[config.mk]
export PLATFORM = sky130hd
export DESIGN_NAME = trs_cfg
export DESIGN_NICKNAME = d
export VERILOG_FILES = /design/src/rtl/core/triangle_primitive_setup_defines.svh /design/src/rtl/core/trs_pkg.sv /design/src/rtl/core/trs_cfg.sv
export SDC_FILE = /design/constraint.sdc
export NUM_CORES = 1
export LEC_CHECK = 0
export BUFFER_PORTS_ARGS = -buffer_cell sky130_fd_sc_hd__buf_2
export CAP_MARGIN = 20
export CELL_PAD_IN_SITES_DETAIL_PLACEMENT = 0
export CELL_PAD_IN_SITES_GLOBAL_PLACEMENT = 1
export CORE_MARGIN = 2
export CORE_UTILIZATION = 41
export DETAILED_ROUTE_END_ITERATION = 8
export MAX_ROUTING_LAYER = met4
export PLACE_DENSITY = 0.95
export SKIP_LAST_GASP = 1
export SLEW_MARGIN = 0
export SYNTH_ARGS = -nofsm -noshare
export SYNTH_HDL_FRONTEND = slang
export SYNTH_SLANG_ARGS = --single-unit
[constraint.sdc]
create_clock -name clk -period 2.9 [get_ports clk]
set_input_delay 0.58 -clock clk [delete_from_list [all_inputs] [get_ports clk]]
set_output_delay 0.58 -clock clk [all_outputs]
set_load 0.02 [all_outputs]
[src/rtl/core/triangle_primitive_setup_defines.svh]
// Assertion macros for the triangle primitive setup block.
// Included by the top level; expects a clock named clk and reset rst_n.
`ifndef TRIANGLE_PRIMITIVE_SETUP_DEFINES_SVH
`define TRIANGLE_PRIMITIVE_SETUP_DEFINES_SVH

// Same-cycle implication, checked out of reset
`define TPS_ASSERT_NOW(lbl, ante, cons, msg) \
  lbl: assert property (@(posedge clk) disable iff (!rst_n) (ante) |-> (cons)) else $error(msg);

// Next-cycle implication, checked out of reset
`define TPS_ASSERT_NEXT(lbl, ante, cons, msg) \
  lbl: assert property (@(posedge clk) disable iff (!rst_n) (ante) |=> (cons)) else $error(msg);

`endif

[src/rtl/core/trs_pkg.sv]
// Shared constants and register index codes for the triangle setup block.
// No dependencies; imported by every module of the block.
package trs_pkg;

  localparam int NUM_AXES      = 3;
  localparam int NUM_VERTS     = 3;
  localparam int INV_WIDTH     = 32;
  localparam int CENT_WIDTH    = 16;
  localparam int CENT_SHIFT    = 24;
  localparam int CFG_IDX_WIDTH = 3;
  // Normal components wrap at a 64-bit word before masking to port width
  localparam int NORMAL_WRAP_BITS = 64;

  localparam logic [CENT_WIDTH-1:0] CENT_MAX = {CENT_WIDTH{1'b1}};

  typedef enum logic [CFG_IDX_WIDTH-1:0] {
    REG_SCENE_MIN_X  = 3'd0,
    REG_SCENE_MIN_Y  = 3'd1,
    REG_SCENE_MIN_Z  = 3'd2,
    REG_INV_EXTENT_X = 3'd3,
    REG_INV_EXTENT_Y = 3'd4,
    REG_INV_EXTENT_Z = 3'd5
  } cfg_reg_t;

endpackage

[src/rtl/core/trs_cfg.sv]
// Configuration register file: scene minimum and inverse extent per axis.
// Depends on trs_pkg for register index codes and widths.
module trs_cfg import trs_pkg::*; #(
  parameter int COORD_WIDTH = 24,
  parameter int CFG_DATA_W  = 32
) (
  input  logic                     clk,
  input  logic                     rst_n,
  input  logic                     cfg_we,
  input  logic [CFG_IDX_WIDTH-1:0] cfg_index,
  input  logic [CFG_DATA_W-1:0]    cfg_data,
  output logic [COORD_WIDTH-1:0]   scene_min [NUM_AXES],
  output logic [INV_WIDTH-1:0]     inv_extent [NUM_AXES]
);

  logic [COORD_WIDTH-1:0] scene_min_r   [NUM_AXES];
  logic [COORD_WIDTH-1:0] scene_min_nxt [NUM_AXES];
  logic [INV_WIDTH-1:0]   inv_extent_r   [NUM_AXES];
  logic [INV_WIDTH-1:0]   inv_extent_nxt [NUM_AXES];

  // Decode the write; unknown indexes are dropped
  always_comb begin
    scene_min_nxt  = scene_min_r;
    inv_extent_nxt = inv_extent_r;
    if (cfg_we) begin
      unique case (cfg_reg_t'(cfg_index))
        REG_SCENE_MIN_X:  scene_min_nxt[0]  = cfg_data[COORD_WIDTH-1:0];
        REG_SCENE_MIN_Y:  scene_min_nxt[1]  = cfg_data[COORD_WIDTH-1:0];
        REG_SCENE_MIN_Z:  scene_min_nxt[2]  = cfg_data[COORD_WIDTH-1:0];
        REG_INV_EXTENT_X: inv_extent_nxt[0] = cfg_data[INV_WIDTH-1:0];
        REG_INV_EXTENT_Y: inv_extent_nxt[1] = cfg_data[INV_WIDTH-1:0];
        REG_INV_EXTENT_Z: inv_extent_nxt[2] = cfg_data[INV_WIDTH-1:0];
        default: ;
      endcase
    end
  end

  // Hold the registers
  always_ff @(posedge clk) begin
    if (!rst_n) begin
      for (int a = 0; a < NUM_AXES; a++) begin
        scene_min_r[a]  <= '0;
        inv_extent_r[a] <= '0;
      end
    end else begin
      scene_min_r  <= scene_min_nxt;
      inv_extent_r <= inv_extent_nxt;
    end
  end

  assign scene_min  = scene_min_r;
  assign inv_extent = inv_extent_r;

endmodule

==> summary.md <==
| Metric | Value |
|---|---|
| Status | complete, no violations |
| CTS sink cnt | 168 |
| Largest net degree at the start of global routing | 64 |
| Crit path time final | about 1500 ps |
| Synth-to-Final Area Change | 28.1% |
| CTS tree | built |
| Crit Path Category | flop to output port |
| Nets | 816 |
| Dpl cell area | 7310 sq um |
| Critical path origin | scene_min[70]$_SDFFE_PN0P_ |
| Synth Instances | about 580 |
| Via density | just under 5 |
| Tot GR Track Use | 0.201 |
| Crit-path max cell delay | between 300 and 400 ps |
| Crit path max-delay family | flip-flops |
| Int Power | 3.71 mW |
| Die footprint | 16000 sq um |
| CP Capture Type | output port |
| DRC viols | 0 |
| Synth warn | 0 |
| Period utilization | 0.529 |
| Clock Power Share | 0.438 |
| DR WL/cell | 15.9 microns |
| # port buffers | 205 |
| CP startpoint kind | flop |
| Hold path start | scene_min[5]$_SDFFE_PN0P_ |
| DP Worst Slack | 909 ps |
| Sequential share of power | 0.488 |
| Yosys reg bits | 168 |
| Tot Pwr | 4.88 mW |
| IO Count | 206 |
| CTS H-tree depth | 4 |
| RSZ-0062 raised after global routing | false |
| Syn nets | 621 |
| Core area | 14600 sq um |
| Worst endpoint required time | 2320 ps |
| Global route overflow | 0 |
| DR pass1 iterations | 4 |
| Die Y | 126 microns |
| Worst hold path class | flop to flop |
| # diodes | 0 |
| Slew headroom | 0.590 |
| CTS Buf Count | 17 |
| Clock buffer depth | 2 |
| Worst Path Arrival | 950 ps |
| Die W | 126 microns |
| Via count | 4725 |
| Pins Over Slew Limit | 0 |
| Post-CTS setup buffers | 0 |
| Rows | 44 |
| First-pass GRT wire length | 24400 microns |
| Total Wirelength | 15500 microns |
| Worst VDD drop | 381 uV |
| Logic pwr share | 0.073 |
| Post-route cell area | 7870 sq um |
| Hpwl dp | between 10000 and 15000 microns |
| Post-synthesis sequential area ratio | 0.547 |
| Max Fclk | 652 MHz |
| Initial antenna violation count | 0 |
| Mapped cell area | 6140 sq um |
| CP Max Fanout | 2 |
| Final Setup Violations | 0 |
| # hold bufs at CTS | 0 |
| Reg clk slew, reported paths | about 60 ps |
| Syn Area/Cell | between 10 and 15 sq um |
| Max-cap violations | 0 |
| Slowest library cell on the worst path | dfxtp_1 |
| Worst-skew pair later-pin latency | 410 ps |
| Resize count post-CTS | 0 |
| Post-DRT Antenna Nets | 0 |
| Worst r2r src | inv_extent[81]$_SDFFE_PN0P_ |
| WP buf/inv | 1 |
| Measured slew at the worst slew-check pin | 616 ps |
| CTS root buffer | clkbuf_16 |
| PwrDens | 620 nW/um^2 |
| DR iter-0 viols | ~230 |
| Final GP Congestion | 0.845 |
| Number of library cell types mapped by synthesis | 13 |
| Final WS setup | 1370 ps |
| Setup TNS | 0 ps |
| Fin. Hold Viols | 0 |
| Vias in the first global route | around 4600 |
| Layout Skew | 0 ps |
| NetSw | 1.17 mW |
| Sw Share | 0.240 |
| Layout cell share with drive strength beyond 1 | 0.319 |
| Static Leak | 4.27 nW |
| Starting Density | 0.421 |
| Crit-path cells | buf_2 |
## layer usage
| layer | vias to the layer above | part of all wire | routed length [microns] | track usage |
|---|---|---|---|---|
| met2 | 151 | 0.48 | 7460 | 0.320 |
| li1 | 2318 | - | - | - |
| met5 | - | 0 | 0 | - |
| met3 | 17 | 0.051 | 792 | 0.0460 |
| met1 | 2239 | 0.45 | 7030 | 0.253 |
| met4 | 0 | 0.015 | 238 | 0.0679 |
## power groups by stage
stage                     clock network, mW  logic, mW  registers (mW)
final                                  2.14      0.359            2.38
after floorplan                           0      0.161            2.50
after global routing                   2.29      0.386            2.39
after detailed placement                  0      0.362            2.43
after CTS                              2.19      0.363            2.38
after global placement                    0      0.359            2.43
## cell families (layout without fill, tap and decap cells)
kind of cell,count (synthesis),after routing,share of synthesized area
muxes,168,168,0.274
DFF,168,168,0.547
buffers and inverters,41,249,0.0436
and+or+nand+nor,206,206,0.135
## metrics by stage
stage	hold WS [ps]	utilization	std cells
6_report	452	0.540	975
5_1_grt	452	0.540	975
4_1_cts	450	0.540	975
3_5_place_dp	443	0.501	943
3_3_place_gp	439	0.501	943
2_1_floorplan	533	-	583
## layout make-up
type,count,area (sq um)
fill,1339,6720
sequential,168,3360
multi-input combinational,374,2560
timing repair buffer,217,1160
clock buffer,22,464
tap,184,230
clock inverter,10,93.8
## worst min-delay path, delay by kind of cell, from the launching register on
family / cells / cell delay [ps]
muxes: 1 / 50
and+or+nand+nor: 1 / 50
DFF: 1 / 300
## cells in the final DEF (no fill, tap or decap), drive strengths merged
cell type  netlist  final
inv              0      2
nand4b           2      2
mux2i          168    168
bufinv           0      1
clkinv           0      4
dfxtp          168    168
nor4b            1      1
buf             24    217
and4bb           1      1
nand2          200    200
nand4bb          2      2
clkinvlp         0      3
clkbuf          17     22
## sequential cells by signal (all words and copies together), names as in the netlist
register / flops
scene_min: 72
inv_extent: 96
## worst paths after layout
kind	endpoint	slack, ps	cells after the start
setup / recovery	scene_min[70]	1370	1
hold reg to reg	scene_min[5]$_SDFFE_PN0P_	450	2
setup reg to reg	inv_extent[81]$_SDFFE_PN0P_	2250	2
hold / removal	scene_min[5]$_SDFFE_PN0P_	450	2
## cells in the mapped netlist (all sizes together)
library cell    n  share of area
nand4b          2         0.0049
dfxtp         168           0.55
clkbuf         17          0.010
buf            24          0.033
nand4bb         2         0.0037
and4bb          1         0.0020
mux2i         168           0.27
nand2         200           0.12
nor4b           1         0.0024
Power figures use the tool's default switching activity.
